**config.mk**
```make
export PLATFORM = sky130hd
export DESIGN_NAME = time_slice_job_server_unit
export DESIGN_NICKNAME = d
export VERILOG_FILES = /design/src/design/tsjs_pkg.sv /design/src/design/tsjs_ram.sv /design/src/design/tsjs_ctrl.sv /design/src/design/time_slice_job_server_unit.sv
export SDC_FILE = /design/constraint.sdc
export NUM_CORES = 1
export LEC_CHECK = 0
export BUFFER_PORTS_ARGS = -buffer_cell sky130_fd_sc_hd__buf_2
export CAP_MARGIN = 10
export CELL_PAD_IN_SITES_DETAIL_PLACEMENT = 1
export CELL_PAD_IN_SITES_GLOBAL_PLACEMENT = 2
export CORE_AREA = 2 2 152 154
export DETAILED_ROUTE_END_ITERATION = 8
export DIE_AREA = 0 0 154 156
export PLACE_DENSITY_LB_ADDON = 0.08
export SYNTH_ARGS = -nofsm -noshare
export SYNTH_HDL_FRONTEND = slang
export SYNTH_SLANG_ARGS = --single-unit
```
**constraint.sdc**
```tcl
create_clock -name clk -period 2.3 [get_ports clk]
set_input_delay 0.46 -clock clk [delete_from_list [all_inputs] [get_ports clk]]
set_output_delay 0.46 -clock clk [all_outputs]
set_load 0.01 [all_outputs]
```
**src/design/tsjs_pkg.sv**
```systemverilog
package tsjs_pkg;

	localparam int QUEUE_DEPTH = 16;
	localparam int WORK_BITS   = 8;
	localparam int PTR_W       = (QUEUE_DEPTH > 1) ? $clog2(QUEUE_DEPTH) : 1;
	localparam int CNT_W       = $clog2(QUEUE_DEPTH + 1);
	localparam int CREDIT_W    = (WORK_BITS > 8) ? WORK_BITS : 8;
	localparam int SLICE_RESET = 5;

	typedef logic [PTR_W-1:0]    ptr_t;
	typedef logic [CNT_W-1:0]    cnt_t;
	typedef logic [WORK_BITS-1:0] work_t;
	typedef logic [CREDIT_W-1:0] credit_t;

	localparam logic REQ_ENQUEUE = 1'b0;
	localparam logic REQ_TICK    = 1'b1;

	typedef enum logic [1:0] {
		ST_IDLE,
		ST_EVAL,
		ST_READ,
		ST_DONE
	} tsjs_state_t;

	// One result beat as the control unit hands it to the output stage.
	typedef struct packed {
		logic       dropped;
		logic [4:0] level;
		logic [7:0] remaining;
		logic       busy;
	} res_t;

	// Job store access from the control unit.
	typedef struct packed {
		logic  wr_en;
		ptr_t  wr_addr;
		work_t wr_data;
		logic  rd_en;
		ptr_t  rd_addr;
	} mem_req_t;

endpackage

```
**src/design/tsjs_ram.sv**
```systemverilog
module tsjs_ram #(
	parameter int DEPTH = 16,
	parameter int WIDTH = 8,
	parameter int AW    = 4
) (
	input  logic             clk,
	input  logic             wr_en,
	input  logic [AW-1:0]    wr_addr,
	input  logic [WIDTH-1:0] wr_data,
	input  logic             rd_en,
	input  logic [AW-1:0]    rd_addr,
	output logic [WIDTH-1:0] rd_data
);

	logic [WIDTH-1:0] mem [DEPTH];

	always_ff @(posedge clk) begin
		if (wr_en) begin
			mem[wr_addr] <= wr_data;
		end
	end

	always_ff @(posedge clk) begin
		if (rd_en) begin
			rd_data <= mem[rd_addr];
		end
	end

endmodule

```
**src/design/tsjs_ctrl.sv**
```systemverilog
module tsjs_ctrl (
	input  logic               clk,
	input  logic               arst_n,
	input  logic               cfg_we,
	input  logic [7:0]         cfg_wdata,
	input  logic               in_valid,
	output logic               in_ready,
	input  logic               in_kind,
	input  logic [7:0]         in_work,
	output tsjs_pkg::mem_req_t mem_req,
	input  tsjs_pkg::work_t    mem_rdata,
	input  logic               out_free,
	output logic               res_load,
	output tsjs_pkg::res_t     res
);

	tsjs_pkg::tsjs_state_t state_q, state_nx;

	logic [7:0]        slice_q;
	tsjs_pkg::ptr_t    head_q, tail_q;
	tsjs_pkg::cnt_t    count_q;
	tsjs_pkg::work_t   job_left_q;
	tsjs_pkg::credit_t credit_q;
	logic              busy_q;
	logic              dropped_q;

	logic              in_fire;
	logic              is_enq;
	logic              full;
	logic              empty;
	tsjs_pkg::credit_t left_ext;
	logic              gt, eq;
	tsjs_pkg::ptr_t    head_nx, tail_nx;

	assign in_fire  = in_valid && in_ready;
	assign is_enq   = (in_kind == tsjs_pkg::REQ_ENQUEUE);
	assign full     = (count_q >= tsjs_pkg::cnt_t'(tsjs_pkg::QUEUE_DEPTH));
	assign empty    = (count_q == '0);
	assign left_ext = tsjs_pkg::credit_t'(job_left_q);
	assign gt       = (left_ext > credit_q);
	assign eq       = (left_ext == credit_q);
	assign head_nx  = (head_q == tsjs_pkg::ptr_t'(tsjs_pkg::QUEUE_DEPTH - 1)) ?
		'0 : head_q + tsjs_pkg::ptr_t'(1);
	assign tail_nx  = (tail_q == tsjs_pkg::ptr_t'(tsjs_pkg::QUEUE_DEPTH - 1)) ?
		'0 : tail_q + tsjs_pkg::ptr_t'(1);

	always_comb begin
		state_nx = state_q;
		case (state_q)
			tsjs_pkg::ST_IDLE: begin
				if (in_fire) begin
					state_nx = is_enq ? tsjs_pkg::ST_DONE : tsjs_pkg::ST_EVAL;
				end
			end
			tsjs_pkg::ST_EVAL: begin
				if (gt || eq || empty) begin
					state_nx = tsjs_pkg::ST_DONE;
				end else begin
					state_nx = tsjs_pkg::ST_READ;
				end
			end
			tsjs_pkg::ST_READ: state_nx = tsjs_pkg::ST_EVAL;
			tsjs_pkg::ST_DONE: begin
				if (out_free) begin
					state_nx = tsjs_pkg::ST_IDLE;
				end
			end
			default: state_nx = tsjs_pkg::ST_IDLE;
		endcase
	end

	// Only one item is in work at a time and every push completes in its accept
	// cycle, so a read of the store never overlaps a write to the same entry.
	always_comb begin
		in_ready        = 1'b0;
		res_load        = 1'b0;
		mem_req.wr_en   = 1'b0;
		mem_req.wr_addr = tail_q;
		mem_req.wr_data = tsjs_pkg::work_t'(in_work);
		mem_req.rd_en   = 1'b0;
		mem_req.rd_addr = head_q;
		case (state_q)
			tsjs_pkg::ST_IDLE: begin
				in_ready      = 1'b1;
				mem_req.wr_en = in_valid && is_enq && !full;
			end
			tsjs_pkg::ST_EVAL: mem_req.rd_en = !gt && !eq && !empty;
			tsjs_pkg::ST_READ: ;
			tsjs_pkg::ST_DONE: res_load = out_free;
			default: ;
		endcase
	end

	assign res.busy      = busy_q;
	assign res.remaining = 8'(job_left_q);
	assign res.level     = 5'(count_q);
	assign res.dropped   = dropped_q;

	always_ff @(posedge clk or negedge arst_n) begin
		if (!arst_n) begin
			state_q <= tsjs_pkg::ST_IDLE;
		end else begin
			state_q <= state_nx;
		end
	end

	always_ff @(posedge clk or negedge arst_n) begin
		if (!arst_n) begin
			slice_q <= 8'(tsjs_pkg::SLICE_RESET);
		end else if (cfg_we) begin
			slice_q <= cfg_wdata;
		end
	end

	always_ff @(posedge clk or negedge arst_n) begin
		if (!arst_n) begin
			head_q     <= '0;
			tail_q     <= '0;
			count_q    <= '0;
			job_left_q <= '0;
			busy_q     <= 1'b0;
			dropped_q  <= 1'b0;
			credit_q   <= '0;
		end else begin
			case (state_q)
				tsjs_pkg::ST_IDLE: begin
					if (in_fire) begin
						dropped_q <= 1'b0;
						if (is_enq) begin
							if (full) begin
								dropped_q <= 1'b1;
							end else begin
								tail_q  <= tail_nx;
								count_q <= count_q + tsjs_pkg::cnt_t'(1);
							end
						end else begin
							credit_q <= tsjs_pkg::credit_t'(slice_q);
						end
					end
				end
				tsjs_pkg::ST_EVAL: begin
					if (gt) begin
						job_left_q <= job_left_q - tsjs_pkg::work_t'(credit_q);
						busy_q     <= 1'b1;
					end else if (eq) begin
						job_left_q <= '0;
						busy_q     <= 1'b0;
					end else begin
						credit_q <= credit_q - left_ext;
						if (empty) begin
							job_left_q <= '0;
							busy_q     <= 1'b0;
						end else begin
							head_q  <= head_nx;
							count_q <= count_q - tsjs_pkg::cnt_t'(1);
						end
					end
				end
				tsjs_pkg::ST_READ: begin
					job_left_q <= mem_rdata;
					busy_q     <= 1'b1;
				end
				tsjs_pkg::ST_DONE: ;
				default: ;
			endcase
		end
	end

endmodule

```
**src/design/time_slice_job_server_unit.sv**
```systemverilog
// An enqueue beat passes from accept to the done state and then into the m_axis
// output register; a tick beat passes through evaluate, a read/evaluate pass per
// popped job, and done. One beat is in work at a time; a tick is paced by the loop
// around the single job store read port, and done waits for a free output register.
// A new beat is taken while the previous result still waits in the output register.
// Reset (arst_n low, asynchronous): empty queue, no job in service, slice length 5.
module time_slice_job_server_unit (
	input  logic        clk,
	input  logic        arst_n,
	input  logic        cfg_we,
	input  logic [7:0]  cfg_wdata,
	input  logic        s_axis_tvalid,
	output logic        s_axis_tready,
	input  logic [7:0]  s_axis_tdata,  // [7:0] job_work
	input  logic        s_axis_tuser,  // [0] req_type
	output logic        m_axis_tvalid,
	input  logic        m_axis_tready,
	output logic [15:0] m_axis_tdata   // [0] server_busy, [8:1] current_remaining,
	                                   // [13:9] queue_level, [14] job_dropped, [15] zero
);

	tsjs_pkg::mem_req_t mem_req;
	tsjs_pkg::work_t    mem_rdata;
	tsjs_pkg::res_t     res;
	logic               res_load;
	logic               out_free;
	logic               m_valid_q;
	logic [15:0]        m_data_q;

	assign out_free = !m_valid_q || m_axis_tready;

	tsjs_ram #(
		.DEPTH (tsjs_pkg::QUEUE_DEPTH),
		.WIDTH (tsjs_pkg::WORK_BITS),
		.AW    (tsjs_pkg::PTR_W)
	) u_ram (
		.clk     (clk),
		.wr_en   (mem_req.wr_en),
		.wr_addr (mem_req.wr_addr),
		.wr_data (mem_req.wr_data),
		.rd_en   (mem_req.rd_en),
		.rd_addr (mem_req.rd_addr),
		.rd_data (mem_rdata)
	);

	tsjs_ctrl u_ctrl (
		.clk       (clk),
		.arst_n    (arst_n),
		.cfg_we    (cfg_we),
		.cfg_wdata (cfg_wdata),
		.in_valid  (s_axis_tvalid),
		.in_ready  (s_axis_tready),
		.in_kind   (s_axis_tuser),
		.in_work   (s_axis_tdata),
		.mem_req   (mem_req),
		.mem_rdata (mem_rdata),
		.out_free  (out_free),
		.res_load  (res_load),
		.res       (res)
	);

	always_ff @(posedge clk or negedge arst_n) begin
		if (!arst_n) begin
			m_valid_q <= 1'b0;
		end else if (res_load) begin
			m_valid_q <= 1'b1;
		end else if (m_axis_tready) begin
			m_valid_q <= 1'b0;
		end
	end

	always_ff @(posedge clk) begin
		if (res_load) begin
			m_data_q <= {1'b0, res};
		end
	end

	assign m_axis_tvalid = m_valid_q;
	assign m_axis_tdata  = m_data_q;

endmodule

```
==> flow_metrics.tcl, run 1 <==
set metrics [dict create \
    placement.io_buffers 38 \
    worstPathMaxFanout 6 \
    synth_edf_count 151 \
    io_pins 40 \
    critPathKind "register to register" \
    start_util 0.395 \
    grt_usage 0.193 \
    antenna_found_initial 0 \
    setup_tns_ns -0.000532 \
    syn-num-nets 668 \
    dp_hpwl_um 15300 \
    synth_flop_cell "edfxtp_1" \
    required_ns 2.68 \
    finalSetupViolations 1 \
    cts_tree "done" \
    clock.fmax_ghz 0.435 \
    clk_latency_ns 0.45 \
    cp-start-kind "register" \
    numCtsBuffers 17 \
    wl_per_cell_um 21.7 \
    cap_violations 0 \
    syn_area_sq_um 8820 \
    post-route-util 0.471 \
    syn_inst 616 \
    fin_nets 763 \
    drt_wl_total_um 21900 \
    critPathArrivalTime_ns 2.68 \
    end_kind "register" \
    grt.overflow.total 0 \
    synth_seq_cells 193 \
    clkSinkCount 193 \
    setup_ws_ns -0.000532 \
    hold_path.class "input port to async pin" \
    grt_pass1_wl_um 34900 \
    die_w_um 154 \
    fin_skew_ns 0.0170 \
    drt_pass1_iterations 4 \
    drv_slew 0 \
    ant_nets 0 \
    ys_warn_count 0 \
    ys_seq_area_frac 0.633 \
    outcome "complete, but fails checks" \
    synthTopCellsByArea "edfxtp_1 51%, dfrtp_1 11%, mux4_2 4.1%, ha_1 3.8%, mux2i_1 3.1%" \
    synthDistinctLibCells 70 \
    num_vias 5512 \
    drc 0 \
    hold_buffers 0 \
    cts-root-buf "clkbuf_16" \
    async_flop_share 0.218 \
    finalCritPeriodShare 1.00 \
    dieArea_sq_um 24000 \
    syn_to_final_growth_pct 19.5 \
    netlist.area_leader.share 0.514 \
    grt_pass1_vias 5964 \
    die_h_um 156 \
    slew_headroom 0.515 \
    cpMostUsedCell "inv_2" \
    tightest_slew_ns 0.728 \
    synth_top_area_cell "edfxtp_1" \
    rsz0062_at_grt "yes" \
    power_density_nw_per_um2 1480 \
    cp_cell_sequence "inv_2, ha_4, inv_2, fa_2, nand3_4, a31oi_4, or3_4, or4_1, nand3_1" \
    cpMaxStageDelayCell "or4_1" \
    grt_max_degree 30 \
    htree_levels 4 \
    cts.clk_slew.worst_paths_ns 0.08 \
    hold-worst-slack_ns 0.0745 \
    vdd_drop_max_mv 0.583 \
    routabilityCongestion 0.765 \
    failed_checks "negative setup slack" \
    core.rowCount 55 \
    drtIter0Drc 292 \
    cts_max_path_buffers 2 \
    hold_violations 0 \
    diodes 0 \
    min_period_ns 2.30 \
    p_leak_nw 3.99 \
    timing.reg2reg.setup_slack_ns -0.0005 \
    avgSynthCellArea_sq_um 14.3 \
    drive_gt1_frac 0.290 \
    viasPerCell 5.46 \
    cpPeakStageDelay_ns 0.48 \
    core-area_sq_um 22400 \
    pre_cts_ws_ns -0.0462 \
    nFillCells 2236 \
]
## routing by layer
| metal | track usage | routed length, um |
|---|---|---|
| met4 | 0.0512 | 233 |
| met3 | 0.0286 | 631 |
| met1 | 0.270 | 10300 |
| met2 | 0.317 | 10700 |
| met5 | 0 | 0 |
## worst paths after layout
path / start / end / depth (start not counted)
max: u_ctrl.job_left_q[0] / u_ctrl.count_q[4] / 9
min: arst_n / u_ctrl.slice_q[7] / 1
min in group clk: cfg_wdata[7] / u_ctrl.slice_q[7] / 3
max in group asynchronous: arst_n / u_ctrl.credit_q[1] / 2
min reg2reg: u_ctrl.dropped_q / m_axis_tdata[14] / 0
max reg2reg: u_ctrl.job_left_q[0] / u_ctrl.count_q[4] / 9
## worst max-delay path: cells and delay by family, from the launching register on
family                   cells  cell delay (ns)
AND/OR/NAND/NOR              4             1.10
adder cells (fa/ha/maj)      2             0.51
flip-flops                   1             0.40
buffers and inverters        2             0.11
AO/OA/AOI/OAI                1             0.11
## layout by cell type (no fill, tap or decap), drive strengths merged, types with 3 or more instances in the layout
| master | instances |
|---|---|
| clkinv | 4 |
| buf | 107 |
| nor2b | 9 |
| and2 | 12 |
| mux2i | 27 |
| nand2 | 37 |
| a22oi | 12 |
| mux4 | 16 |
| or4 | 3 |
| mux2 | 20 |
| xnor2 | 4 |
| a31oi | 9 |
| nor2 | 10 |
| dfrtp | 40 |
| xor2 | 4 |
| a21boi | 5 |
| edfxtp | 151 |
| a21o | 3 |
| nor3 | 6 |
| inv | 42 |
| clkbuf | 17 |
| or3 | 3 |
| o21ai | 41 |
| a21oi | 40 |
| ha | 27 |
| a211oi | 3 |
| nand3 | 8 |
| and3 | 9 |
| fa | 3 |
| o31ai | 4 |
| nor3b | 5 |
| a221oi | 14 |
## synth_stat cells, drive strengths merged, types with 10 or more instances
library cell	n
edfxtp	151
o21ai	41
a21oi	40
dfrtp	40
nand2	37
inv	32
ha	27
mux2i	27
mux2	20
clkbuf	17
mux4	16
a221oi	14
buf	14
a22oi	12
and2	12
nor2	10
## power breakdown
| group | switching, mW | leakage [nW] | internal, mW |
|---|---|---|---|
| Clock | 1.57 | 0.312 | 1.62 |
| Sequential | 0.411 | 1.86 | 4.40 |
| Combinational | 4.12 | 1.81 | 3.43 |
## final cells by class
| type | instances | area (sq um) | area share |
|---|---|---|---|
| Sequential cell | 193 | 5590 | 0.530 |
| Multi-Input combinational cell | 360 | 3050 | 0.290 |
| Timing Repair Buffer | 107 | 778 | 0.0738 |
| Clock buffer | 17 | 425 | 0.0404 |
| Tap cell | 285 | 357 | 0.0338 |
| Clock inverter | 15 | 218 | 0.0207 |
| Inverter | 32 | 120 | 0.0114 |
## cells by family after synthesis
| logic type | synth area share |
|---|---|
| other | 0.000425 |
| adders and majority gates | 0.0451 |
| xor gates and xnor gates | 0.00794 |
| DFF | 0.633 |
| muxes | 0.0970 |
| buffers and inverters | 0.0340 |
| and+or+nand+nor | 0.0693 |
| AOI/OAI and AO/OA | 0.113 |
## flip-flops by register name, indices dropped and copies added (netlist names)
signal	cells
u_ctrl.job_left_q	8
u_ctrl.dropped_q	1
u_ctrl.count_q	5
m_axis_tdata	15
u_ctrl.state_q	2
u_ctrl.head_q	4
u_ctrl.credit_q	8
u_ctrl.tail_q	4
u_ram.mem	128
u_ram.rd_data	8
u_ctrl.busy_q	1
u_ctrl.slice_q	8
m_axis_tvalid	1
## per-stage QoR
step | power (mW) | area [sq um] | std cells
finish | 15.5 | 10500 | 1009
CTS | 15.3 | 10400 | 1004
detailed placement | 12.0 | 9730 | 969
global route | 16.6 | 10500 | 1009
floorplan | 9.41 | 8840 | 616
global placement | 11.8 | 9730 | 969
## repair_timing
| item | in CTS | in global routing |
|---|---|---|
| hold endpoints to repair | 0 | 0 |
| gates resized for setup | 9 | 12 |
| pin swaps | 9 | 8 |
| buffers inserted | 3 | 5 |
| setup endpoints to repair | 11 | 34 |
(Power assumes the default switching activity.)
==> inputs of run 2 (changes only) <==
PLACE_DENSITY_LB_ADDON = 0.25   (was 0.08)
==> run 2 against run 1 <==
The run still ends with negative setup slack left. Worst hold slack improved by 0.16 ns. Count of clock-buffer cells in the layout unchanged. Non-clock buffer count decreased by 12. Via count decreased by 1.7%. Sequential share of layout area increased by 0.50 points. Total power decreased by 1.5%. Critical path type unchanged.
==> flow_metrics.tcl, run 2 (synthesized netlist as in run 1, its figures left out) <==
set metrics [dict create \
    tightest_slew_ns 0.686 \
    finalCritPeriodShare 1.00 \
    sequentialPowerShare 0.319 \
    clock.fmax_ghz 0.433 \
    p_total_mw 15.3 \
    grt.overflow.total 0 \
    cts-root-buf "clkbuf_16" \
    ant_nets 0 \
    p_leak_nw 3.92 \
    grt_max_degree 25 \
    cpMostUsedCell "inv_2" \
    end_kind "register" \
    cap_violations 0 \
    dp_hpwl_um 14900 \
    syn_to_final_growth_pct 18.3 \
    wl_per_cell_um 20.9 \
    drt_wl_total_um 20800 \
    power_switching_mw 6.04 \
    cts_tree "done" \
    htree_levels 4 \
    finalSetupViolations 1 \
    grt_pass1_wl_um 33500 \
    rsz0062_at_grt "yes" \
    cp_cell_sequence "inv_2, ha_4, inv_2, fa_2, nand3_4, a31oi_4, or3_4, or4_4, nand3_2" \
    power_density_nw_per_um2 1470 \
    vdd_drop_max_mv 0.586 \
    worstPathBufferInverterCount 2 \
    start_util 0.395 \
    required_ns 2.68 \
    failed_checks "negative setup slack" \
    die_w_um 154 \
    diodes 0 \
    cp-start-kind "register" \
    crit_family "simple AND/OR/NAND/NOR gates" \
    post-route-util 0.467 \
    drt_pass1_iterations 5 \
    placement.io_buffers 38 \
    core-area_sq_um 22400 \
    grt_pass1_vias 5855 \
    p_clk_frac 0.206 \
    clk_latency_ns 0.45 \
    sw_frac_of_total 0.394 \
    placed_area_sq_um 9610 \
    num_vias 5418 \
    routabilityCongestion 0.799 \
    drc 0 \
    setup_ws_ns -0.00919 \
    cpMaxStageDelayCell "or4_4" \
    grt_usage 0.183 \
    numCtsBuffers 17 \
    outcome "complete, but fails checks" \
    p_int_mw 9.27 \
    antenna_found_initial 0 \
    layout_commonest_cell "edfxtp_1" \
    min_period_ns 2.31 \
    hold_path.class "input port to register" \
    hold_violations 0 \
    slew_headroom 0.543 \
    largest_reg_flops 128 \
    cts_max_path_buffers 2 \
    drive_gt1_frac 0.287 \
    core.rowCount 55 \
    die_h_um 156 \
    critPathArrivalTime_ns 2.69 \
    fin_nets 751 \
    fin_skew_ns 0.0158 \
    critPathKind "register to register" \
    final_cell_mix "151 x edfxtp_1, 51 x buf_4, 39 x dfrtp_1" \
    design_area_sq_um 10400 \
    clkSinkCount 193 \
    io_pins 40 \
    largest-register "u_ram.mem" \
    drtIter0Drc 268 \
    pre_cts_ws_ns -0.0312 \
    dieArea_sq_um 24000 \
    nFillCells 2238 \
    viasPerCell 5.43 \
    cpPeakStageDelay_ns 0.50 \
    combinationalPowerShare 0.475 \
    cts.clk_slew.worst_paths_ns 0.08 \
    worstPathMaxFanout 4 \
    drv_slew 0 \
]
[run 2: cell count changes in the layout (fill, tap and decap cells not counted), moves of 2 or more]
| cell | previous run | this run |
|---|---|---|
| and2_1 | 11 | 6 |
| and2_2 | 1 | 5 |
| buf_12 | 5 | 3 |
| buf_4 | 62 | 51 |
| inv_12 | 3 | 8 |
| inv_8 | 5 | 0 |
[run 2: path summary, 6_finish.rpt]
check | endpoint | slack (ns) | depth (start not counted) | from
min in group asynchronous | m_axis_tvalid | 0.52 | 2 | arst_n
worst max-delay path | u_ctrl.count_q[4] | -0.009 | 9 | u_ctrl.job_left_q[0]
worst min-delay path | u_ctrl.slice_q[7] | 0.23 | 3 | cfg_wdata[7]
max in group asynchronous | u_ctrl.slice_q[2] | 1.15 | 3 | arst_n
worst min register to register | m_axis_tdata[14] | 0.48 | 0 | u_ctrl.dropped_q
worst max register to register | u_ctrl.count_q[4] | -0.009 | 9 | u_ctrl.job_left_q[0]
[run 2: repair_timing]
action,CTS,global route
hold buffers,1,0
gates cloned,0,0
pin swaps,2,10
setup buffers,3,3
endpoints found under the hold margin,17,0
resized for setup,1,25
endpoints found under the setup margin,10,67
[run 2: metal layers]
metal,vias to the layer above,wire length [um],track usage
met1,2792,9730,0.253
met2,84,10200,0.294
met4,0,332,0.0592
li1,2519,-,-
met5,-,0,0
met3,23,566,0.0344
[run 2: layout make-up]
| class | instances | area [sq um] | share of cell area |
|---|---|---|---|
| clock inverter | 15 | 221 | 0.0212 |
| sequential | 193 | 5590 | 0.535 |
| inverter | 32 | 120 | 0.0115 |
| multi-input combinational | 360 | 3060 | 0.293 |
| clock buffer | 17 | 425 | 0.0407 |
| tap | 285 | 357 | 0.0342 |
| timing repair buffer | 95 | 666 | 0.0638 |
[run 2: metrics by stage]
step                hold slack (ns)  instances  setup TNS [ns]
floorplan                     0.164        616         -0.0766
global placement              0.453        958               0
detailed placement            0.455        958         -0.0835
CTS                           0.224        994        -0.00533
global route                  0.223        997          -0.296
finish                        0.233        997        -0.00919
[run 2: power groups by stage]
stage	clock, mW	combinational [mW]	sequential [mW]
2_1_floorplan	0	4.64	4.77
3_3_place_gp	0	6.58	4.94
3_5_place_dp	0	6.81	4.95
4_1_cts	3.22	6.91	4.89
5_1_grt	3.37	8.03	4.96
6_report	3.15	7.27	4.89
[run 2: worst register-to-register path, stage by stage (launching register included)]
cell and delay, ns:
dfrtp_1 0.39, inv_2 0.09, ha_4 0.13, inv_2 0.04, fa_2 0.41, nand3_4 0.11
a31oi_4 0.10, or3_4 0.41, or4_4 0.50, nand3_2 0.07
